===== src/sv/spq_pkg.sv =====
// ----------------------------------------------------------------------------
// spq_pkg
// Shared types and constants of the three-class sorted priority queue.
// ----------------------------------------------------------------------------
package spq_pkg;

    localparam int QUEUE_DEPTH_DEF = 16;
    localparam int NUM_CLASSES_DEF = 3;
    localparam int VALUE_W         = 32;
    localparam int CLASS_W         = 2;

    localparam logic REQ_ENQ = 1'b0;
    localparam logic REQ_DEQ = 1'b1;

    typedef enum logic [1:0] {
        ST_OK        = 2'd0,
        ST_EMPTY     = 2'd1,
        ST_FULL      = 2'd2,
        ST_BAD_CLASS = 2'd3
    } status_t;

    typedef struct packed {
        logic start;
        logic deq;
    } seq_ctrl_t;

    typedef struct packed {
        logic busy;
        logic done;
    } seq_stat_t;

endpackage


===== src/sv/spq_item_if.sv =====
// ----------------------------------------------------------------------------
// spq_item_if
// Request channel: one beat carries an enqueue or dequeue request.
// ----------------------------------------------------------------------------
interface spq_item_if;
    import spq_pkg::*;

    logic                       valid;
    logic                       ready;
    logic                       req_type;
    logic [CLASS_W-1:0]         queue_class;
    logic signed [VALUE_W-1:0]  item_value;

    modport source (output valid, output req_type, output queue_class,
                    output item_value, input ready);
    modport sink   (input valid, input req_type, input queue_class,
                    input item_value, output ready);
endinterface


===== src/sv/spq_result_if.sv =====
// ----------------------------------------------------------------------------
// spq_result_if
// Result channel: one beat carries a value and a status.
// ----------------------------------------------------------------------------
interface spq_result_if;
    import spq_pkg::*;

    logic                       valid;
    logic                       ready;
    logic signed [VALUE_W-1:0]  out_value;
    logic [1:0]                 status;

    modport source (output valid, output out_value, output status, input ready);
    modport sink   (input valid, input out_value, input status, output ready);
endinterface


===== src/sv/spq_ram.sv =====
// ----------------------------------------------------------------------------
// spq_ram
// Generic single-write, single-read RAM with registered read data.
// ----------------------------------------------------------------------------
module spq_ram #(
    parameter int WIDTH = 32,
    parameter int DEPTH = 48
) (
    input  logic                     clk,
    input  logic                     we,
    input  logic [$clog2(DEPTH)-1:0] waddr,
    input  logic [WIDTH-1:0]         wdata,
    input  logic                     re,
    input  logic [$clog2(DEPTH)-1:0] raddr,
    output logic [WIDTH-1:0]         rdata
);

    logic [WIDTH-1:0] mem [DEPTH];

    always_ff @(posedge clk)
    begin
        if (we)
        begin
            mem[waddr] <= wdata;
        end
        if (re)
        begin
            rdata <= mem[raddr];
        end
    end

endmodule


===== src/sv/spq_seq.sv =====
// ----------------------------------------------------------------------------
// spq_seq
// Sequencer that walks one class's slice of the store: insertion from the
// tail for an enqueue, head removal and shift-down for a dequeue. One signed
// compare and one address adder per port are shared by every step.
// ----------------------------------------------------------------------------
module spq_seq #(
    parameter int QUEUE_DEPTH = spq_pkg::QUEUE_DEPTH_DEF,
    parameter int NUM_CLASSES = spq_pkg::NUM_CLASSES_DEF,
    parameter int CNT_W       = $clog2(QUEUE_DEPTH + 1),
    parameter int ADDR_W      = $clog2(NUM_CLASSES * QUEUE_DEPTH)
) (
    input  logic                              clk,
    input  logic                              rst_n,
    input  spq_pkg::seq_ctrl_t                ctrl,
    input  logic [ADDR_W-1:0]                 base,
    input  logic [CNT_W-1:0]                  count,
    input  logic signed [spq_pkg::VALUE_W-1:0] value,
    output spq_pkg::seq_stat_t                stat,
    output logic signed [spq_pkg::VALUE_W-1:0] result_value,
    output logic                              mem_we,
    output logic [ADDR_W-1:0]                 mem_waddr,
    output logic [spq_pkg::VALUE_W-1:0]       mem_wdata,
    output logic                              mem_re,
    output logic [ADDR_W-1:0]                 mem_raddr,
    input  logic [spq_pkg::VALUE_W-1:0]       mem_rdata
);
    import spq_pkg::*;

    typedef enum logic [2:0] {
        S_IDLE,
        S_E_TEST,
        S_E_CMP,
        S_D_HEAD,
        S_D_TEST,
        S_D_MOVE
    } state_t;

    state_t                     state_reg, state_next;
    logic [ADDR_W-1:0]          base_reg, base_next;
    logic [CNT_W-1:0]           n_reg, n_next;
    logic [CNT_W-1:0]           pos_reg, pos_next;
    logic signed [VALUE_W-1:0]  val_reg, val_next;
    logic signed [VALUE_W-1:0]  result_reg, result_next;
    logic                       done_reg, done_next;
    logic [CNT_W-1:0]           roff;
    logic [CNT_W-1:0]           woff;
    logic                       rd_gt;

    assign rd_gt     = $signed(mem_rdata) > val_reg;
    assign mem_raddr = ((state_reg == S_IDLE) ? base : base_reg) + ADDR_W'(roff);
    assign mem_waddr = base_reg + ADDR_W'(woff);

    always_comb
    begin
        state_next  = state_reg;
        base_next   = base_reg;
        n_next      = n_reg;
        pos_next    = pos_reg;
        val_next    = val_reg;
        result_next = result_reg;
        done_next   = 1'b0;
        mem_we      = 1'b0;
        mem_re      = 1'b0;
        mem_wdata   = val_reg;
        roff        = '0;
        woff        = '0;
        case (state_reg)
            S_IDLE:
            begin
                if (ctrl.start)
                begin
                    base_next   = base;
                    n_next      = count;
                    val_next    = value;
                    result_next = '0;
                    if (ctrl.deq)
                    begin
                        mem_re     = 1'b1;
                        pos_next   = CNT_W'(1);
                        state_next = S_D_HEAD;
                    end
                    else
                    begin
                        pos_next   = count;
                        state_next = S_E_TEST;
                    end
                end
            end
            S_E_TEST:
            begin
                if (pos_reg == '0)
                begin
                    mem_we     = 1'b1;
                    done_next  = 1'b1;
                    state_next = S_IDLE;
                end
                else
                begin
                    mem_re     = 1'b1;
                    roff       = pos_reg - CNT_W'(1);
                    state_next = S_E_CMP;
                end
            end
            S_E_CMP:
            begin
                mem_we = 1'b1;
                woff   = pos_reg;
                if (rd_gt)
                begin
                    mem_wdata  = mem_rdata;
                    pos_next   = pos_reg - CNT_W'(1);
                    state_next = S_E_TEST;
                end
                else
                begin
                    done_next  = 1'b1;
                    state_next = S_IDLE;
                end
            end
            S_D_HEAD:
            begin
                result_next = mem_rdata;
                state_next  = S_D_TEST;
            end
            S_D_TEST:
            begin
                if (pos_reg == n_reg)
                begin
                    done_next  = 1'b1;
                    state_next = S_IDLE;
                end
                else
                begin
                    mem_re     = 1'b1;
                    roff       = pos_reg;
                    state_next = S_D_MOVE;
                end
            end
            S_D_MOVE:
            begin
                mem_we     = 1'b1;
                woff       = pos_reg - CNT_W'(1);
                mem_wdata  = mem_rdata;
                pos_next   = pos_reg + CNT_W'(1);
                state_next = S_D_TEST;
            end
            default:
            begin
                state_next = S_IDLE;
            end
        endcase
    end

    always_ff @(posedge clk or negedge rst_n)
    begin
        if (!rst_n)
        begin
            state_reg <= S_IDLE;
            done_reg  <= 1'b0;
        end
        else
        begin
            state_reg <= state_next;
            done_reg  <= done_next;
        end
    end

    always_ff @(posedge clk)
    begin
        base_reg   <= base_next;
        n_reg      <= n_next;
        pos_reg    <= pos_next;
        val_reg    <= val_next;
        result_reg <= result_next;
    end

    assign stat.busy    = (state_reg != S_IDLE) || done_reg;
    assign stat.done    = done_reg;
    assign result_value = result_reg;

endmodule


===== src/sv/three_class_sorted_priority_queue_unit.sv =====
// Class, full and empty faults give their result in the cycle after the beat.
// An enqueue walks down from the tail of its class, moving each stored value above it
// up one slot, and writes the new value where the walk stops; a dequeue reads the head
// and shifts the remaining values of the class down one slot.
// One request at a time; the next beat is taken with the result beat of the last.
// Reset clears the per-class counts and control; the store itself is not cleared.
// ----------------------------------------------------------------------------
// three_class_sorted_priority_queue_unit
// Per-class sorted queues in one shared RAM, each class kept in ascending
// order, with class checks, fill counts and a registered result beat.
// ----------------------------------------------------------------------------
module three_class_sorted_priority_queue_unit #(
    parameter int QUEUE_DEPTH = spq_pkg::QUEUE_DEPTH_DEF,
    parameter int NUM_CLASSES = spq_pkg::NUM_CLASSES_DEF
) (
    input  logic         clk,
    input  logic         rst_n,
    spq_item_if.sink     request,
    spq_result_if.source result
);
    import spq_pkg::*;

    localparam int CNT_W  = $clog2(QUEUE_DEPTH + 1);
    localparam int ADDR_W = $clog2(NUM_CLASSES * QUEUE_DEPTH);
    localparam int DEPTH  = NUM_CLASSES * QUEUE_DEPTH;

    logic [CNT_W-1:0]           cnt_reg [NUM_CLASSES];
    logic [CNT_W-1:0]           cnt_next [NUM_CLASSES];
    logic                       out_valid_reg, out_valid_next;
    logic signed [VALUE_W-1:0]  out_value_reg, out_value_next;
    status_t                    status_reg, status_next;

    logic                       accept;
    logic                       cls_ok;
    logic [CNT_W-1:0]           n_sel;
    logic [ADDR_W-1:0]          base_sel;
    seq_ctrl_t                  seq_ctrl;
    seq_stat_t                  seq_stat;
    logic signed [VALUE_W-1:0]  seq_value;

    logic                       mem_we;
    logic [ADDR_W-1:0]          mem_waddr;
    logic [VALUE_W-1:0]         mem_wdata;
    logic                       mem_re;
    logic [ADDR_W-1:0]          mem_raddr;
    logic [VALUE_W-1:0]         mem_rdata;

    assign request.ready = !seq_stat.busy && (!out_valid_reg || result.ready);
    assign accept        = request.valid && request.ready;

    always_comb
    begin
        cls_ok   = 1'b0;
        n_sel    = '0;
        base_sel = '0;
        for (int c = 0; c < NUM_CLASSES; c++)
        begin
            if (32'(request.queue_class) == c)
            begin
                cls_ok   = 1'b1;
                n_sel    = cnt_reg[c];
                base_sel = ADDR_W'(c * QUEUE_DEPTH);
            end
        end
    end

    always_comb
    begin
        out_valid_next = out_valid_reg;
        out_value_next = out_value_reg;
        status_next    = status_reg;
        seq_ctrl.start = 1'b0;
        seq_ctrl.deq   = request.req_type == REQ_DEQ;
        for (int c = 0; c < NUM_CLASSES; c++)
        begin
            cnt_next[c] = cnt_reg[c];
        end

        if (out_valid_reg && result.ready)
        begin
            out_valid_next = 1'b0;
        end

        if (seq_stat.done)
        begin
            out_valid_next = 1'b1;
            out_value_next = seq_value;
            status_next    = ST_OK;
        end
        else if (accept)
        begin
            if (!cls_ok)
            begin
                out_valid_next = 1'b1;
                out_value_next = '1;
                status_next    = ST_BAD_CLASS;
            end
            else if (request.req_type == REQ_ENQ && n_sel == CNT_W'(QUEUE_DEPTH))
            begin
                out_valid_next = 1'b1;
                out_value_next = '1;
                status_next    = ST_FULL;
            end
            else if (request.req_type == REQ_DEQ && n_sel == '0)
            begin
                out_valid_next = 1'b1;
                out_value_next = '1;
                status_next    = ST_EMPTY;
            end
            else
            begin
                seq_ctrl.start = 1'b1;
                for (int c = 0; c < NUM_CLASSES; c++)
                begin
                    if (32'(request.queue_class) == c)
                    begin
                        cnt_next[c] = (request.req_type == REQ_DEQ)
                                      ? cnt_reg[c] - CNT_W'(1)
                                      : cnt_reg[c] + CNT_W'(1);
                    end
                end
            end
        end
    end

    always_ff @(posedge clk or negedge rst_n)
    begin
        if (!rst_n)
        begin
            out_valid_reg <= 1'b0;
            for (int c = 0; c < NUM_CLASSES; c++)
            begin
                cnt_reg[c] <= '0;
            end
        end
        else
        begin
            out_valid_reg <= out_valid_next;
            for (int c = 0; c < NUM_CLASSES; c++)
            begin
                cnt_reg[c] <= cnt_next[c];
            end
        end
    end

    always_ff @(posedge clk)
    begin
        out_value_reg <= out_value_next;
        status_reg    <= status_next;
    end

    assign result.valid     = out_valid_reg;
    assign result.out_value = out_value_reg;
    assign result.status    = status_reg;

    spq_seq #(
        .QUEUE_DEPTH (QUEUE_DEPTH),
        .NUM_CLASSES (NUM_CLASSES),
        .CNT_W       (CNT_W),
        .ADDR_W      (ADDR_W)
    ) u_seq (
        .clk          (clk),
        .rst_n        (rst_n),
        .ctrl         (seq_ctrl),
        .base         (base_sel),
        .count        (n_sel),
        .value        (request.item_value),
        .stat         (seq_stat),
        .result_value (seq_value),
        .mem_we       (mem_we),
        .mem_waddr    (mem_waddr),
        .mem_wdata    (mem_wdata),
        .mem_re       (mem_re),
        .mem_raddr    (mem_raddr),
        .mem_rdata    (mem_rdata)
    );

    spq_ram #(
        .WIDTH (VALUE_W),
        .DEPTH (DEPTH)
    ) u_store (
        .clk   (clk),
        .we    (mem_we),
        .waddr (mem_waddr),
        .wdata (mem_wdata),
        .re    (mem_re),
        .raddr (mem_raddr),
        .rdata (mem_rdata)
    );

`ifndef NO_ASSERTIONS
    a_bad_class_next: assert property (@(posedge clk) disable iff (!rst_n)
        accept && !cls_ok |=> result.valid && result.status == ST_BAD_CLASS)
        else $error("invalid class beat not answered next cycle");

    a_done_slot_free: assert property (@(posedge clk) disable iff (!rst_n)
        seq_stat.done |-> !out_valid_reg)
        else $error("sequencer finished while result slot held");

    a_fault_value: assert property (@(posedge clk) disable iff (!rst_n)
        result.valid && result.status != ST_OK |-> result.out_value == '1)
        else $error("fault result without all-ones value");

    a_no_accept_busy: assert property (@(posedge clk) disable iff (!rst_n)
        seq_ctrl.start |=> seq_stat.busy && !request.ready)
        else $error("request taken while sequencer active");

    a_count_limit: assert property (@(posedge clk) disable iff (!rst_n)
        cnt_reg[0] <= CNT_W'(QUEUE_DEPTH))
        else $error("class fill count beyond depth");
`endif

endmodule


===== src/flat_wrapper.sv =====
// flat-port wrapper written by rule: the top's interface ports become plain ports
module three_class_sorted_priority_queue_unit_flat import spq_pkg::*;
#(
    parameter int QUEUE_DEPTH = spq_pkg::QUEUE_DEPTH_DEF,
    parameter int NUM_CLASSES = spq_pkg::NUM_CLASSES_DEF
)
  (clk, rst_n, request_valid, request_req_type, request_queue_class, request_item_value, request_ready, result_valid, result_out_value, result_status, result_ready);
  spq_item_if request_i ();
  spq_result_if result_i ();
  input  logic clk;
  input  logic rst_n;
  input wire logic [$bits(request_i.valid)-1:0] request_valid;
  input wire logic [$bits(request_i.req_type)-1:0] request_req_type;
  input wire logic [$bits(request_i.queue_class)-1:0] request_queue_class;
  input wire logic [$bits(request_i.item_value)-1:0] request_item_value;
  output wire logic [$bits(request_i.ready)-1:0] request_ready;
  output wire logic [$bits(result_i.valid)-1:0] result_valid;
  output wire logic [$bits(result_i.out_value)-1:0] result_out_value;
  output wire logic [$bits(result_i.status)-1:0] result_status;
  input wire logic [$bits(result_i.ready)-1:0] result_ready;
  assign request_i.valid = request_valid;
  assign request_i.req_type = request_req_type;
  assign request_i.queue_class = request_queue_class;
  assign request_i.item_value = request_item_value;
  assign request_ready = request_i.ready;
  assign result_valid = result_i.valid;
  assign result_out_value = result_i.out_value;
  assign result_status = result_i.status;
  assign result_i.ready = result_ready;
  three_class_sorted_priority_queue_unit #(.QUEUE_DEPTH(QUEUE_DEPTH), .NUM_CLASSES(NUM_CLASSES)) u_core (.clk(clk), .rst_n(rst_n), .request(request_i), .result(result_i));
endmodule

===== config.mk =====
export PLATFORM = sky130hd
export DESIGN_NAME = three_class_sorted_priority_queue_unit_flat
export DESIGN_NICKNAME = d
export VERILOG_FILES = /design/src/sv/spq_pkg.sv /design/src/sv/spq_item_if.sv /design/src/sv/spq_result_if.sv /design/src/sv/spq_ram.sv /design/src/sv/spq_seq.sv /design/src/sv/three_class_sorted_priority_queue_unit.sv /design/src/flat_wrapper.sv
export SDC_FILE = /design/constraint.sdc
export NUM_CORES = 2
export LEC_CHECK = 0
export BUFFER_PORTS_ARGS = -buffer_cell sky130_fd_sc_hd__buf_2
export CAP_MARGIN = 20
export CELL_PAD_IN_SITES_DETAIL_PLACEMENT = 1
export CELL_PAD_IN_SITES_GLOBAL_PLACEMENT = 1
export CORE_MARGIN = 4
export CORE_UTILIZATION = 55
export CTS_CLUSTER_DIAMETER = 40
export CTS_CLUSTER_SIZE = 24
export DETAILED_ROUTE_END_ITERATION = 8
export GPL_TIMING_DRIVEN = 0
export PLACE_DENSITY = 0.8
export SYNTH_ARGS = -nofsm -noshare
export SYNTH_HDL_FRONTEND = slang
export SYNTH_HIERARCHICAL = 1
export SYNTH_SLANG_ARGS = --single-unit

===== constraint.sdc =====
create_clock -name clk -period 6.68 [get_ports clk]
set_clock_uncertainty 0.15 [all_clocks]
set_input_delay 0.668 -clock clk [delete_from_list [all_inputs] [get_ports clk]]
set_output_delay 0.668 -clock clk [all_outputs]
set_load 0.005 [all_outputs]

Word-level counts from Yosys, hierarchy flattened
Memories as Yosys holds them, arrays and structs flattened. A register that Yosys moved wholly into a read port is not among the register bits.
Index checks and enable logic that the tools add are counted.
{ "op_classes": {"bitwise": 4, "n_addsub": 10, "mux": 61, "n_eq_ne": 13, "reduce_logical": 27, "order_cmp": 1} }
{ "op_table": {"columns": ["op", "count"], "rows": [
  ["$mux W32", 7],
  ["$pmux W32 S2", 2],
  ["$mux W5", 12],
  ["$gt A32 B32 Y1", 1],
  ["$mux W1", 24],
  ["$add A5 B1 Y5 const B", 4],
  ["$pmux W5 S2", 2],
  ["$sub A5 B1 Y5 const B", 4],
  ["$reduce_and A6 Y1", 3],
  ["$pmux W3 S5", 1],
  ["$pmux W5 S3", 1],
  ["$add A6 B5 Y6", 2],
  ["$mux W6", 2],
  ["$logic_not A5 Y1", 2],
  ["$mux W2", 5],
  ["$reduce_and A2 Y1", 4],
  ["$eq A3 B2 Y1 const B", 2],
  ["$eq A3 B3 Y1 const B", 2],
  ["$mux W3", 2],
  ["$pmux W1 S3", 2],
  ["$reduce_bool A3 Y1", 2],
  ["$eq A5 B5 Y1", 1],
  ["$eq A5 B5 Y1 const B", 1],
  ["$logic_and A1 B1 Y1", 5],
  ["other kinds (16)", 23]
]} }
{ "word_totals": {"ramBits": 1536, "output_inout_bits": 36, "n_memories": 1, "input_bits": 39, "elab_cells": 130, "regBits": 134} }
{ "memory_table": {"columns": ["name", "depth", "word_bits", "read_ports", "rd_ports_with_merged_regs", "write_ports", "line_no", "text"], "rows": [
  ["u_core.u_store.mem", 48, 32, 1, 1, 1, "spq_ram.sv:18", "logic [WIDTH-1:0] mem [DEPTH];"]
]} }

Longest topological paths before layout
{ "depth": {"word_depth": 13, "mapped_depth": 19, "ltp_nobuf": 15} }

Modules after synthesis
Netlist, hierarchy kept.
{ "modules_own_cells": {"columns": ["module", "cells_each", "area_each_um2", "n_inst", "seq_area_each_um2"], "rows": [
  ["spq_ram", 2912, 60448.0, 1, 47085.2],
  ["spq_seq", 429, 5097.4, 1, 2502.4],
  ["three_class_sorted_priority_queue_unit", 198, 2587.5, 1, 1401.3]
]} }

Worst setup path after synthesis
OpenSTA, ideal clock, no wires.
{ "synth_timing": {"path_type": "register to register", "start": "register u_core.u_seq.pos_reg[0]", "end": "memory u_core.u_store.mem[34][0] (enable)", "setup_ps": 461, "period_less_slack_ps": 5523, "required_time_ps": 6069, "path_slack_ps": 1157, "stages_incl_launch_ff": 15, "path_buffers": 1, "t_arrival_ps": 4912, "cell_sequence": "edfxtp_1 > clkbuf_1 > inv_1 > ha_1 > o21a_1 > inv_1 > ha_1 > a21o_1 > a21oi_1 > o21bai_1 > a21oi_1 > xnor2_1 > nor2b_1 > nand4b_1 > nor3_1"} }
{ "synth_between": {"elab_cells_between_ends": 8, "classes_between": "add/sub (2); mux (5); reduce/logical (1)"} }
{ "synth_lines": {"columns": ["element", "line_no", "text"], "rows": [
  ["start: declaration", "spq_seq.sv:42", "logic [CNT_W-1:0] pos_reg, pos_next;"],
  ["start signal: assignment", "spq_seq.sv:173", "pos_reg <= pos_next;"],
  ["$sub A5 B1 Y5", "spq_seq.sv:143", "woff = pos_reg - CNT_W'(1);"],
  ["$pmux W5 S2 (*)", "spq_seq.sv:68", "case (state_reg)"],
  ["$add A6 B5 Y6 (*)", "spq_seq.sv:52", "assign mem_waddr = base_reg + ADDR_W'(woff);"],
  ["net u_core.mem_waddr[5]", "three_class_sorted_priority_queue_unit.sv:42", "logic [ADDR_W-1:0] mem_waddr;"],
  ["end: declaration", "spq_ram.sv:18", null]
]} }
The timed path passes the listed nets; every way through them passes the cells marked *.

Worst setup path in the final report
{ "layout_timing": {"start": "register u_core.u_seq.pos_reg[0]", "end": "register u_core.u_store.rdata[11], read port of u_core.u_store.mem, data pin"} }
{ "layout_between": {"elab_chain_len": 4, "elab_cells_between_ends": 10, "classes_between": "add/sub (2); eq/ne (1); mux (6); reduce/logical (1)"} }
{ "layout_rtl": {"columns": ["element", "line_no", "text"], "rows": [
  ["$sub A5 B1 Y5 (tied with other cells)", "spq_seq.sv:101", "roff = pos_reg - CNT_W'(1);"],
  ["$mux W5 (on tied branches)", "spq_seq.sv:92, spq_seq.sv:128", null],
  ["$pmux W5 S2 (*)", "spq_seq.sv:68", null],
  ["$add A6 B5 Y6 (*)", "spq_seq.sv:51", "assign mem_raddr = ((state_reg == S_IDLE) ? base : base_reg) + ADDR_W'(roff);"],
  ["net u_core.mem_raddr[1]", "three_class_sorted_priority_queue_unit.sv:45", "logic [ADDR_W-1:0] mem_raddr;"],
  ["end: declaration", "spq_ram.sv:15", "output logic [WIDTH-1:0] rdata"]
]} }
Marks and branches as above.
A chain may end at the register's enable or synchronous reset.

==> flow_summary.json <==
{
  "crit_path_end_kind": "flip-flop",
  "fin_crit_sh_pct": 94.86,
  "cts_tree": "built",
  "placement.cell_area_sq_um": 72080,
  "crit_path_max_incr_delay_ns": 1.08,
  "crit_fanout": 10,
  "dr.pass1.iters": 5,
  "boundaryPins": 75,
  "yosysMostFrequentCell": "edfxtp_1",
  "path_class": "flip-flop to flip-flop",
  "setup_ws_ns": 0.3435,
  "vias": 39000,
  "die_w_microns": 360.0,
  "holdPathStages": 4,
  "required_ns": 7.03,
  "track_usage_pct": 32.37,
  "rrSetupSlack_ns": 0.34,
  "rr_endpoint": "u_core/u_store/rdata[11]",
  "die-area_sq_um": 129600,
  "top_register": "u_core/u_store/mem",
  "rows": 128,
  "area_delta_synth_final_pct": 16.45,
  "insertion_delay_ns": 0.84,
  "path_cells": "clkbuf_1 > inv_1 > ha_1 > nand2_1 > o21ai_0 > nor2_1 > a21oi_1 > nor2_1 > ha_1 > fa_1 > clkbuf_2 > clkdlybuf4s15_1 > mux4_2 > mux4_2 > nand2_1 > o41ai_2",
  "maxSlewHeadroom_pct": 21.95,
  "min-delay-start": "result_ready",
  "r2r_cells": 16,
  "wl_per_cell_microns": 36.81,
  "worst_pin_slew_ns": 1.164,
  "gp_congestion": 0.8680,
  "ys_warn_count": 6,
  "netlist.area_leader.share_pct": 74.04,
  "grt_antenna_before_repair": 13,
  "finalMaxSlewViolations": 0,
  "worstHoldEndpoint": "u_core/result.valid",
  "clkSinkCount": 1702,
  "synth.top_cells.by_count": "edfxtp_1 (1680), mux2i_1 (521), mux4_2 (160), a22oi_1 (130), a21oi_1 (97)",
  "die_h_microns": 360.0,
  "ys_ff_latch": 1702,
  "max-clock-path-buffers": 3,
  "yosysTopAreaCell": "edfxtp_1",
  "largest_reg_flops": 1536,
  "timing.fmax_ghz": 0.1578,
  "drive_above_1_share_pct": 21.34,
  "setup_violations": 0,
  "drv_cap": 0,
  "cts_root_buffer": "clkbuf_16",
  "final_cell_area_sq_um": 79340,
  "post-dp-hpwl_microns": 131100,
  "startpoint_type": "flip-flop",
  "syn_area_sq_um": 68130,
  "period_needed_ns": 6.337,
  "ant_nets": 0,
  "critPathSlowestCell": "fa_1",
  "cts_max_level": 4,
  "viasPerCell": 6.829,
  "hold_viol": 0,
  "coreArea_sq_um": 122400,
  "tns_ns": 0,
  "post_cts_buffers": 0,
  "netlist_top_cells_area": "edfxtp_1 (74%), mux2i_1 (7.7%), mux4_2 (5.3%), a22oi_1 (1.4%), ha_1 (0.97%)",
  "grt_pass1_wl_microns": 300300,
  "dp_slack_ns": 0.2351,
  "path_delay_family": "adder cells",
  "holdWs_ns": 0.07085,
  "first_iter_violations": 5117,
  "reg2reg_from": "u_core/u_seq/pos_reg[0]",
  "grt_max_degree": 49,
  "hp-class": "primary input to flip-flop",
  "synthCells": 3539,
  "io_buffer_count": 72,
  "outcome": "finished, final reports clean",
  "nets": 4010,
  "cts_buffers": 194,
  "first_global_vias": 40790,
  "synth.distinct_cells": 74,
  "drc": 0,
  "ys_seq_area_share_pct": 74.84,
  "gr-total-overflow": 0,
  "clk_pin_slew_ns": 0.06,
  "arrival_ns": 6.69,
  "rsz0062_at_grt": "no",
  "synth_edf_count": 1680,
  "start_util_pct": 55.68,
  "syn_area_per_cell_sq_um": 19.25,
  "critPathBufInv": 4,
  "wirelength_microns": 210200,
  "synthArstFlopShare_pct": 1.175,
  "synth_ff_type": "edfxtp_1"
}
==> metrics by stage <==
stage                     std cells  util (%)
after global routing           5706     64.83
after floorplan                3546         -
after CTS                      5703     64.79
after detailed placement       5306     58.91
final                          5711     64.84
after global placement         5243     57.66
==> how the worst max path moves through the flow <==
| stage | from | end | cells after the start |
|---|---|---|---|
| 2_1_floorplan | u_core/u_seq/pos_reg[0] | u_core/u_store/mem[34][0] | 14 |
| 4_1_cts | u_core/u_seq/pos_reg[0] | u_core/u_store/rdata[11] | 16 |
| 3_3_place_gp | u_core/u_seq/state_reg[1] | u_core/u_store/mem[16][11] | 14 |
| 6_report | u_core/u_seq/pos_reg[0] | u_core/u_store/rdata[11] | 16 |
| 3_5_place_dp | u_core/u_seq/pos_reg[0] | u_core/u_store/rdata[11] | 16 |
| 5_1_grt | u_core/u_seq/pos_reg[0] | u_core/u_store/rdata[11] | 18 |
==> logic make-up (layout without fill, tap and decap cells) <==
logic type / Yosys count / count (layout) / synth area share (%)
AOI/OAI and AO/OA: 487 / 487 / 5.632
xor gates and xnor gates: 33 / 33 / 0.4242
adders and majority gates: 58 / 58 / 1.120
buffers and inverters: 252 / 787 / 2.048
DFF: 1702 / 1702 / 74.84
muxes: 723 / 723 / 13.82
other: 1 / 13 / 0.005504
and+or+nand+nor: 283 / 283 / 2.108
==> worst min-delay path, delay by kind of cell <==
kind                   cells  cell delay (ns)
and+or+nand+nor            2             0.15
buffers and inverters      1             0.08
AOI/OAI and AO/OA          1             0.08
==> per-layer routing <==
metal / track usage [%] / wire length [microns] / up-vias / share of wire, %
li1: - / - / 15230 / -
met1: 41.48 / 75840 / 20390 / 36
met2: 53.21 / 102900 / 2734 / 49
met3: 8.043 / 21400 / 634 / 10
met4: 13.91 / 9994 / 8 / 4.8
met5: 0 / 57 / - / 0.027
==> placed cells by master, fill, tap and decap left out, drive strengths merged, types with 65 or more instances in the layout <==
cell type | netlist | final
a22oi | 130 | 130
nand2 | 66 | 66
edfxtp | 1680 | 1680
buf | 109 | 246
clkinv | 1 | 79
a221oi | 66 | 66
nor2 | 71 | 71
a21oi | 97 | 97
inv | 49 | 88
a22o | 65 | 65
clkbuf | 93 | 305
mux4 | 160 | 160
mux2i | 521 | 521
==> repair_timing <==
item | CTS | global route
endpoints found under the setup margin | 0 | 12
hold buffers | 33 | 0
resized for setup | 0 | 6
hold endpoints to repair | 52 | 0
==> area by class of cell <==
type                            instances  area [sq um]
Timing Repair Buffer                  171          1903
Fill cell                           10050         43020
Buffer                                202          1216
Sequential cell                      1702         50990
Clock buffer                          212          5006
Inverter                               50         187.7
Tap cell                             1625          2033
Clock inverter                        152          1853
Antenna cell                            5         12.51
Multi-Input combinational cell       1592         16140
Power is left out: the tool's default activity adds up to more than one toggle a clock period on the data nets, which glitch-free logic cannot reach.
